$ cat src/sv/bounded_dedup_set_table_unit_macros.svh
// ----------------------------------------------------------------------------
// Assertion macros for the bounded dedup set table
// Concurrent checks that can be compiled out with NO_ASSERTIONS.
// ----------------------------------------------------------------------------
`ifndef BOUNDED_DEDUP_SET_TABLE_UNIT_MACROS_SVH
`define BOUNDED_DEDUP_SET_TABLE_UNIT_MACROS_SVH

`ifndef NO_ASSERTIONS

`define BDST_ASSERT_IMPL(label, clk, rst, ante, cons) \
  label: assert property (@(posedge clk) disable iff (rst) (ante) |-> (cons)) \
    else $error("assertion failed");

`define BDST_ASSERT_NEXT(label, clk, rst, ante, cons) \
  label: assert property (@(posedge clk) disable iff (rst) (ante) |=> (cons)) \
    else $error("assertion failed");

`else

`define BDST_ASSERT_IMPL(label, clk, rst, ante, cons)

`define BDST_ASSERT_NEXT(label, clk, rst, ante, cons)

`endif

`endif

$ cat src/sv/bdst_pkg.sv
// ----------------------------------------------------------------------------
// bdst_pkg
// Types and constants of the bounded dedup set table.
// ----------------------------------------------------------------------------
`default_nettype none

package bdst_pkg;

  localparam int VALUE_W = 32;
  localparam int CAP_W   = 5;
  localparam int TOTAL_W = 5;

  localparam logic [CAP_W-1:0] CAP_RESET = 5'd16;

  typedef enum logic [1:0] {
    ST_PRESENT  = 2'd0,
    ST_INSERTED = 2'd1,
    ST_OVERFLOW = 2'd2,
    ST_ABSENT   = 2'd3
  } status_t;

  typedef enum logic [1:0] {
    S_IDLE,
    S_SCAN,
    S_RESP
  } state_t;

endpackage

`default_nettype wire

$ cat src/sv/bounded_dedup_set_table_unit.sv
// ----------------------------------------------------------------------------
// bounded_dedup_set_table_unit
// Set of unique 32-bit values with membership query and insert-if-absent.
// ----------------------------------------------------------------------------
//  channel   ports                               transfer when
//  item      start, busy, mode, value            start && !busy
//  result    done, status, entry_total           done (one cycle)
//  config    cfg_valid, cfg_ready, capacity      cfg_valid && cfg_ready
//
//  While an item is handled busy stays high: one entry memory read per cycle
//  over the stored entries, then a response state to decide and write back.
//  A hit ends the scan early. done pulses in the first cycle with busy low.
//  rst (synchronous) empties the set and sets capacity to 16.
//  Config is taken only while busy is low.
// ----------------------------------------------------------------------------
`default_nettype none

`include "bounded_dedup_set_table_unit_macros.svh"

module bounded_dedup_set_table_unit
  import bdst_pkg::*;
#(
  parameter int MAX_ENTRIES = 16
) (
  input  wire logic                      clk,
  input  wire logic                      rst,
  input  wire logic                      start,
  output logic                           busy,
  input  wire logic                      mode,
  input  wire logic signed [VALUE_W-1:0] value,
  output logic                           done,
  output logic             [1:0]         status,
  output logic             [TOTAL_W-1:0] entry_total,
  input  wire logic                      cfg_valid,
  output logic                           cfg_ready,
  input  wire logic        [CAP_W-1:0]   capacity
);

  localparam int CNT_W  = $clog2(MAX_ENTRIES + 1);
  localparam int ADDR_W = (MAX_ENTRIES > 1) ? $clog2(MAX_ENTRIES) : 1;
  localparam int LIM_W  = (CNT_W > CAP_W) ? CNT_W : CAP_W;
  localparam logic [LIM_W-1:0] MAX_LIM = LIM_W'(MAX_ENTRIES);

  state_t             state;
  state_t             state_next;
  logic [CNT_W-1:0]   count;
  logic [CNT_W-1:0]   count_next;
  logic [CNT_W-1:0]   idx;
  logic [CAP_W-1:0]   cap;
  logic [VALUE_W-1:0] key;
  logic               op_mode;
  logic               found;
  logic               cmp_valid;
  logic               match;
  logic               issue;
  logic               hit;
  logic               full;
  logic               wr_en;
  logic               resp;
  status_t            status_next;
  logic [LIM_W-1:0]   cap_ext;
  logic [LIM_W-1:0]   lim;

  assign busy      = (state != S_IDLE);
  assign cfg_ready = (state == S_IDLE);
  assign issue     = (state == S_SCAN) && (idx < count);
  assign hit       = cmp_valid && match;

  assign cap_ext = LIM_W'(cap);
  assign lim     = (cap_ext < MAX_LIM) ? cap_ext : MAX_LIM;
  assign full    = (LIM_W'(count) >= lim);

  bdst_entry_ram #(
    .DEPTH  (MAX_ENTRIES),
    .ADDR_W (ADDR_W)
  ) u_ram (
    .clk     (clk),
    .wr_en   (wr_en),
    .wr_addr (count[ADDR_W-1:0]),
    .wr_data (key),
    .rd_en   (issue),
    .rd_addr (idx[ADDR_W-1:0]),
    .key     (key),
    .match   (match)
  );

  always_comb begin
    state_next = state;
    case (state)
      S_IDLE: begin
        if (start) begin
          state_next = S_SCAN;
        end
      end
      S_SCAN: begin
        if (hit || !issue) begin
          state_next = S_RESP;
        end
      end
      S_RESP: begin
        state_next = S_IDLE;
      end
      default: begin
        state_next = S_IDLE;
      end
    endcase
  end

  always_comb begin
    resp        = 1'b0;
    wr_en       = 1'b0;
    count_next  = count;
    status_next = ST_ABSENT;
    case (state)
      S_RESP: begin
        resp = 1'b1;
        if (found) begin
          status_next = ST_PRESENT;
        end else if (!op_mode) begin
          status_next = ST_ABSENT;
        end else if (full) begin
          status_next = ST_OVERFLOW;
        end else begin
          status_next = ST_INSERTED;
          wr_en       = 1'b1;
          count_next  = count + CNT_W'(1);
        end
      end
      default: begin
        resp = 1'b0;
      end
    endcase
  end

  always_ff @(posedge clk) begin
    if (rst) begin
      state     <= S_IDLE;
      count     <= '0;
      cap       <= CAP_RESET;
      done      <= 1'b0;
      cmp_valid <= 1'b0;
    end else begin
      state     <= state_next;
      count     <= count_next;
      done      <= resp;
      cmp_valid <= issue;
      if (cfg_valid && cfg_ready) begin
        cap <= capacity;
      end
    end
  end

  always_ff @(posedge clk) begin
    if (state == S_IDLE) begin
      idx <= '0;
    end else if (issue) begin
      idx <= idx + CNT_W'(1);
    end
    if (start && !busy) begin
      key     <= value;
      op_mode <= mode;
    end
    if (state == S_SCAN) begin
      found <= hit;
    end
    if (resp) begin
      status      <= status_next;
      entry_total <= TOTAL_W'(count_next);
    end
  end

  `BDST_ASSERT_NEXT(a_resp_done, clk, rst, state == S_RESP, done && !busy)
  `BDST_ASSERT_IMPL(a_count_max, clk, rst, 1'b1, count <= CNT_W'(MAX_ENTRIES))
  `BDST_ASSERT_IMPL(a_insert_inc, clk, rst, done && status == ST_INSERTED, count == $past(count) + CNT_W'(1))

endmodule

`default_nettype wire

$ cat src/sv/bdst_entry_ram.sv
// ----------------------------------------------------------------------------
// bdst_entry_ram
// Entry store: one write port, one registered read port, key compare.
// ----------------------------------------------------------------------------
`default_nettype none

module bdst_entry_ram
  import bdst_pkg::*;
#(
  parameter int DEPTH  = 16,
  parameter int ADDR_W = 4
) (
  input  wire logic               clk,
  input  wire logic               wr_en,
  input  wire logic [ADDR_W-1:0]  wr_addr,
  input  wire logic [VALUE_W-1:0] wr_data,
  input  wire logic               rd_en,
  input  wire logic [ADDR_W-1:0]  rd_addr,
  input  wire logic [VALUE_W-1:0] key,
  output logic                    match
);

  logic [VALUE_W-1:0] mem [DEPTH];
  logic [VALUE_W-1:0] rd_data;

  always_ff @(posedge clk) begin
    if (wr_en) begin
      mem[wr_addr] <= wr_data;
    end
  end

  always_ff @(posedge clk) begin
    if (rd_en) begin
      rd_data <= mem[rd_addr];
    end
  end

  assign match = (rd_data == key);

endmodule

`default_nettype wire

$ cat config.mk
export PLATFORM = sky130hd
export DESIGN_NAME = bounded_dedup_set_table_unit
export DESIGN_NICKNAME = d
export VERILOG_FILES = /design/src/sv/bdst_pkg.sv /design/src/sv/bounded_dedup_set_table_unit.sv /design/src/sv/bdst_entry_ram.sv
export VERILOG_INCLUDE_DIRS = /design/src /design/src/sv
export SDC_FILE = /design/constraint.sdc
export NUM_CORES = 1
export LEC_CHECK = 0
export ABC_AREA = 1
export BUFFER_PORTS_ARGS = -buffer_cell sky130_fd_sc_hd__clkbuf_2
export CELL_PAD_IN_SITES_DETAIL_PLACEMENT = 1
export CELL_PAD_IN_SITES_GLOBAL_PLACEMENT = 1
export CORE_ASPECT_RATIO = 1.25
export CORE_UTILIZATION = 52
export DETAILED_ROUTE_END_ITERATION = 10
export PLACE_DENSITY = 0.85
export SLEW_MARGIN = 20
export SYNTH_ARGS = -nofsm -noshare
export SYNTH_HDL_FRONTEND = slang
export SYNTH_SLANG_ARGS = --single-unit
$ cat constraint.sdc
create_clock -name clk -period 5.55 [get_ports clk]
set_input_delay 0.555 -clock clk [delete_from_list [all_inputs] [get_ports clk]]
set_output_delay 0.555 -clock clk [all_outputs]
set_load 0.005 [all_outputs]
==> results of run 1 <==
==> worst paths after layout <==
path / depth (start not counted) / to / start / slack (ns)
worst min-delay path: 1 / key[21]$_DFFE_PP_ / value[21] / 0.13
worst max-delay path: 11 / u_ram.mem[9][11]$_DFFE_PP_ / cap[4]$_SDFFE_PP1P_ / 1.95
worst max register to register: 11 / u_ram.mem[9][11]$_DFFE_PP_ / cap[4]$_SDFFE_PP1P_ / 1.95
worst min register to register: 2 / cap[2]$_SDFFE_PP0P_ / cap[2]$_SDFFE_PP0P_ / 0.50
==> critical path, stage by stage, from the launching register on <==
cell and delay (ns):
dfxtp_1 0.33, inv_1 0.15, nand2_1 0.08, ha_1 0.30, a21oi_1 0.17, o21ai_0 0.13, nor2_1 0.28, nand3_2 0.20
inv_2 0.16, nand2_1 0.26, nor2_4 0.73, buf_4 0.44
==> cells by family after synthesis <==
group                      after synthesis  share of synthesized area, %
and+or+nand+nor                        626                          10.4
DFF                                    604                          74.6
AOI/OAI and AO/OA                      329                          8.80
buffers and inverters                  177                          3.46
muxes                                   40                          1.67
adders and majority gates               14                         0.728
xor gates and xnor gates                 9                         0.328
==> per-layer routing <==
layer / vias up / global-route usage [%]
li1: 6670 / -
met5: - / 0
met3: 225 / 4.04
met1: 7954 / 34.3
met4: 0 / 14.6
met2: 740 / 51.9
==> cells in the mapped netlist <==
master,instances,share of area [%]
nor3b_1,1,0.031
edfxtp_1,585,73
o21a_1,1,0.031
xnor2_1,6,0.22
nor2_4,1,0.047
mux2i_1,40,1.7
clkbuf_1,50,0.78
nand3b_1,2,0.062
o21ai_1,17,0.35
clkinv_1,2,0.031
buf_1,4,0.062
nand2_1,168,2.6
nor2_1,371,5.8
or2_2,4,0.10
buf_4,2,0.062
buf_6,17,0.80
o221ai_1,40,1.5
inv_2,2,0.031
nand4_1,5,0.13
dfxtp_1,19,1.6
xor2_1,3,0.11
a21boi_1,1,0.031
inv_1,75,1.2
nor2_2,2,0.052
nand3_1,63,1.3
nor3_1,4,0.083
o21ai_0,165,3.4
a21oi_1,10,0.21
o2111ai_1,2,0.073
buf_2,25,0.52
o211ai_1,25,0.78
o32ai_1,64,2.3
nor4_1,3,0.078
nand3_2,1,0.042
and3_1,1,0.026
ha_1,14,0.73
o22ai_1,4,0.10
==> per-stage QoR <==
stage | total power [mW] | hold WS [ns] | cells | instance area, um^2 | worst slack (ns)
2_1_floorplan | 5.25 | 0.430 | 1799 | 24000 | 1.58
3_3_place_gp | 5.33 | 0.451 | 2358 | 24800 | 2.25
3_5_place_dp | 5.35 | 0.476 | 2359 | 24900 | 2.08
4_1_cts | 9.08 | 0.114 | 2460 | 26600 | 2.03
5_1_grt | 9.25 | 0.111 | 2461 | 26700 | 1.83
6_report | 9.08 | 0.128 | 2461 | 26700 | 1.95
==> sequential cells by signal (all words and copies together), names as in the netlist <==
signal         cells
cmp_valid          1
u_ram.mem        512
state              2
entry_total        5
idx                5
count              5
status             2
cap                5
u_ram.rd_data     32
found              1
done               1
op_mode            1
key               32
==> power by group through the flow <==
stage	clock, mW	combinational, mW	sequential (mW)
2_1_floorplan	0	0.0700	5.18
3_3_place_gp	0	0.123	5.21
3_5_place_dp	0	0.132	5.22
4_1_cts	3.82	0.138	5.12
5_1_grt	3.97	0.149	5.13
6_report	3.82	0.139	5.12
==> cell type report <==
| cell class | count | share of cell area, % |
|---|---|---|
| Sequential cell | 604 | 67.4 |
| Multi-Input combinational cell | 1018 | 20.2 |
| Clock buffer | 65 | 5.30 |
| Tap cell | 578 | 2.71 |
| Timing Repair Buffer | 81 | 1.90 |
| Clock inverter | 36 | 1.40 |
| Inverter | 79 | 1.13 |
==> reports/metrics.yaml, run 1 <==
status: "completed"
core_area_um2: 45400
wl_met2_mm: 35.8
switching_share_pct: 20.4
path_clk_slew_ns: 0.06
wl_met3_mm: 4.31
wl_met1_mm: 24.9
top_layer: "met4"
nets: 1894
gp_congestion: 0.919
drtIter0Drc: 1742
grt_start_max_net_pins: 98
die_w_um: 194
tns_ns: 0
seqPwrFrac_pct: 56.4
post-route-util_pct: 58.7
ant_nets: 0
dr.pass1.iters: 7
overflow: 0
fill_cells: 4259
layout_common_cells: "edfxtp_1 (585), nor2_1 (356), nand2_1 (168)"
p_switching_mw: 1.85
slew_headroom_pct: 19.5
cts_buffer_depth: 3
skew_ns: 0.0188
route.final.wire_length_mm: 68.3
regArea_um2: 18000
final_common_cell: "edfxtp_1"
synthCells: 1799
grt_pass1_vias: 16900
cellPowerDensity_nw_per_um2: 341
die_area_um2: 47100
cts_hold_buf: 0
hpwl_mm: 39.8
synth_cell_types: 37
hold_viol_final: 0
critical_path_arrival_ns: 3.86
ir_worst_vdd_mv: 0.374
route.detailed.drc: 0
post_cts_resized: 0
drv_slew: 0
drive_gt1_share_pct: 10.1
rsz0062_at_grt: "false"
tightest_slew_ns: 1.21
min_period_ns: 3.60
synth-seq-cells: 604
synth-seq-area-share_pct: 74.6
grt_pass1_wl_mm: 102
initial_core_util_pct: 53.0
dieHeight_um: 242
internal_power_mw: 7.23
routedWlPerCell_um: 27.7
synthToLayoutAreaGrowth_pct: 10.9
portBuffers: 51
multiInputGateArea_um2: 5390
antenna_found_initial: 0
track_usage_pct: 29.0
power_leakage_nw: 8.84
critical_path_class: "register to register"
row_count: 87
yosysWarnings: 0
p_comb_share_pct: 1.5
syn-cell-area_um2: 24000
cp-start-kind: "register"
numCtsBuffers: 54
hold_class: "primary input to register"
h-tree-depth: 2
insertedDiodeCount: 0
synth_nets: 1855
crit_path_end_kind: "register"
required_ns: 5.81
vias: 15600
cts.root.buffer_cell: "clkbuf_16"
fmax_ghz: 0.278
p_clk_share_pct: 42.1
ios: 52
clock_sinks: 604
cts_tree: "built"
setup_violations: 0
syn_avg_cell_area_um2: 13.4
fin_crit_sh_pct: 64.9
cap_violations: 0
crit_fanout: 17
post_cts.repair.setup_buffers: 0
clkLatencyLatePin_ns: 0.60
avgViaCountPerCell: 6.33
(Power assumes the default switching activity.)
==> run 2: changes to the inputs <==
Settings changed: ABC_AREA 1 to 0, CORE_UTILIZATION 52 to 50, PLACE_DENSITY 0.85 to 0.81.
Clock period 5.55 ns to 3.06 ns, I/O delays scaled along.
==> reports/metrics.yaml, run 2 <==
crit_chain: "inv_1 -> nand2_1 -> ha_1 -> a21oi_1 -> o21ai_0 -> a21oi_1 -> o211a_2 -> and3_2 -> buf_12"
numCtsBuffers: 56  # +3.7%
p_total_mw: 16.5  # +82%
grt_pass1_wl_mm: 76.8  # -24%
synth_cell_types: 40  # +8.1%
reg2reg_depth: 9  # -2
row_count: 87  # unchanged
holdWs_ns: 0.0654  # -0.0628 ns
crit_path_max_incr_delay_ns: 0.47  # -0.26 ns
status: "completed"
ant_nets: 0  # unchanged
route.detailed.drc: 0  # unchanged
setup_violations: 0  # unchanged
post_cts.repair.setup_buffers: 0  # unchanged
setup_ws_ns: 0.184  # -1.76 ns
largest_register_ff_count: 512  # unchanged
cts_buffer_depth: 3  # unchanged
power_leakage_nw: 8.27  # -6.4%
route.final.wire_length_mm: 51.7  # -24%
critical_path_arrival_ns: 3.17  # -0.69 ns
crit_path_top_delay_cell: "and3_2"
avgViaCountPerCell: 6.09  # -3.9%
tightest_slew_ns: 0.827  # -0.379 ns
cts_tree: "built"
crit_path_end_kind: "register"
synth-seq-cells: 604  # unchanged
synth_ff_type: "edfxtp_1"
dieHeight_um: 242  # -0.33%
die_area_um2: 46800  # -0.65%
yosys.cell_count.top_type: "edfxtp_1"
vias: 10700  # -31%
hold_start: "cfg_valid"
syn_avg_cell_area_um2: 23.4  # +75%
dr.pass1.iters: 5  # -2
hpwl_mm: 29.4  # -26%
portBuffers: 51  # unchanged
tns_ns: 0  # unchanged
async_flop_share_pct: 0  # unchanged
fill_cells: 3720  # -13%
reg2reg_slack_ns: 0.18  # -1.76 ns
final_common_cell: "edfxtp_1"
overflow: 0  # unchanged
cellPowerDensity_nw_per_um2: 617  # +81%
drv_slew: 0  # unchanged
cap_violations: 0  # unchanged
hold_class: "primary input to register"
synthCells: 980  # -46%
dp_cells: 1616  # -31%
crit_top_cell: "a21oi_1"
track_usage_pct: 22.9  # -6.2 points
synthToLayoutAreaGrowth_pct: 16.3
core_area_um2: 45200  # -0.48%
grt_pass1_vias: 11500  # -32%
routedWlPerCell_um: 29.4  # +5.9%
synth_top_area_share_pct: 76.5  # +3.4 points
top_register: "u_ram.mem"
layout_common_cells: "edfxtp_1 (585), mux4_2 (160), clkbuf_16 (57)"
synth_nets: 1036  # -44%
gp_congestion: 0.807  # -12%
dpl_worst_slack_ns: 0.163  # -1.92 ns
synth-seq-area-share_pct: 78.1  # +3.5 points
initial_core_util_pct: 50.8  # -2.1 points
syn-cell-area_um2: 23000  # -4.5%
hold_path_end: "cap[4]$_SDFFE_PP1P_"
ios: 52  # unchanged
yosysWarnings: 0  # unchanged
synth_common_cells: "edfxtp_1 (585), mux4_2 (160), xnor2_1 (31)"
crit_fanout: 16  # -1
r2r-end: "u_ram.mem[13][18]$_DFFE_PP_"
multiInputGateArea_um2: 4770  # -11%
clock_sinks: 604  # unchanged
grt_start_max_net_pins: 70  # -29%
drive_gt1_share_pct: 32.2  # +22 points
fmax_ghz: 0.348  # +25%
hold_depth: 2  # +1
critical_path_class: "register to register"
h-tree-depth: 2  # unchanged
synth_area_leaders: "edfxtp_1 (76%), mux4_2 (16%), dfxtp_1 (1.7%)"
slew_headroom_pct: 44.8  # +25 points
nets: 1190  # -37%
final_cell_count_no_fill: 1759  # -29%
skew_ns: 0.0234  # +0.00456 ns
drtIter0Drc: 932  # -46%
hold_viol_final: 0  # unchanged
cts.root.buffer_cell: "clkbuf_16"
min_period_ns: 2.88  # -0.726 ns
synth-edff-count: 585  # unchanged
cp-start-kind: "register"
ir_worst_vdd_mv: 0.508  # +36%
required_ns: 3.36  # -2.45 ns
die_w_um: 194  # -0.33%
regArea_um2: 18000  # about the same
insertedDiodeCount: 0  # unchanged
fin_crit_sh_pct: 94.0  # +29 points
rsz0062_at_grt: "false"
yosysTopAreaCell: "edfxtp_1"
reg_top3: "u_ram.mem x512, key x32, u_ram.rd_data x32"
antenna_found_initial: 0  # unchanged
clkLatencyLatePin_ns: 0.60  # about the same
reg2reg_from: "cap[4]$_SDFFE_PP1P_"
path_clk_slew_ns: 0.07  # about the same
==> run 2: changes by cell type after synthesis, sizes merged, moves of 24 or more <==
cell / delta
buf: -24
clkbuf: -33
inv: -62
mux2i: -39
mux4: +160
nand2: -153
nand3: -58
nor2: -359
o211ai: -24
o21ai: -178
o221ai: -40
o32ai: -64
xnor2: +25
==> run 2: per-stage QoR <==
step | instance area (um^2) | util, %
2_1_floorplan | 23000 | -
3_3_place_gp | 24500 | 54.2
3_5_place_dp | 24500 | 54.2
4_1_cts | 26700 | 59.1
5_1_grt | 26700 | 59.1
6_report | 26700 | 59.1
==> run 2: per-layer routing <==
layer | vias to the layer above | wire length (um) | track usage, %
met5 | - | 0 | 0
met4 | 0 | 1390 | 7.81
met3 | 91 | 3060 | 3.70
met2 | 465 | 27000 | 39.1
met1 | 5711 | 20200 | 30.1
li1 | 4445 | - | -
==> run 2: where the power goes <==
| part | internal [mW] | switching [mW] |
|---|---|---|
| clock network | 3.95 | 3.07 |
| registers | 9.13 | 0.127 |
| logic | 0.104 | 0.119 |
==> run 2: worst max path at each step <==
stage                                  endpoint  slack, ns  cells past startpoint           startpoint
floorplan            u_ram.mem[11][0]$_DFFE_PP_      -0.16                      8  cap[4]$_SDFFE_PP1P_
global placement    u_ram.mem[12][28]$_DFFE_PP_       0.28                      9  cap[4]$_SDFFE_PP1P_
detailed placement  u_ram.mem[13][17]$_DFFE_PP_       0.16                      8  count[0]$_SDFF_PP0_
CTS                 u_ram.mem[13][25]$_DFFE_PP_       0.11                      9  cap[4]$_SDFFE_PP1P_
global route        u_ram.mem[13][25]$_DFFE_PP_       0.05                      9  cap[4]$_SDFFE_PP1P_
finish              u_ram.mem[13][18]$_DFFE_PP_       0.18                      9  cap[4]$_SDFFE_PP1P_
==> run 2: cells by family (layout without fill, tap and decap cells) <==
family | count (synthesis) | count (layout) | share of synthesized area (%)
xor+xnor | 35 | 35 | 1.33
mux | 162 | 162 | 15.8
fa+ha+maj | 14 | 14 | 0.763
compound gates | 27 | 27 | 0.795
buf+inv | 56 | 257 | 1.34
flops | 604 | 604 | 78.1
simple gates | 82 | 82 | 1.85
==> run 2: area by class of cell <==
class	count	share of cell area [%]
Clock buffer	62	5.41
Clock inverter	43	1.56
Sequential cell	604	67.2
Tap cell	578	2.71
Multi-Input combinational cell	320	17.9
Inverter	15	0.211
Timing Repair Buffer	137	5.04
==> run 2: what timing repair did <==
| item | 4_1_cts | 5_1_grt |
|---|---|---|
| endpoints found under the hold margin | 38 | 0 |
| setup endpoints to repair | 0 | 124 |
| hold buffers | 38 | 0 |
| gates resized for setup | 0 | 1 |
==> run 2: worst max-delay path: cells and delay by family, from the launching register on <==
family	cells	cell delay [ns]
AND/OR/NAND/NOR	2	0.55
buffers and inverters	2	0.37
adder cells (fa/ha/maj)	1	0.29
flip-flops	1	0.32
AO/OA/AOI/OAI	4	1.04
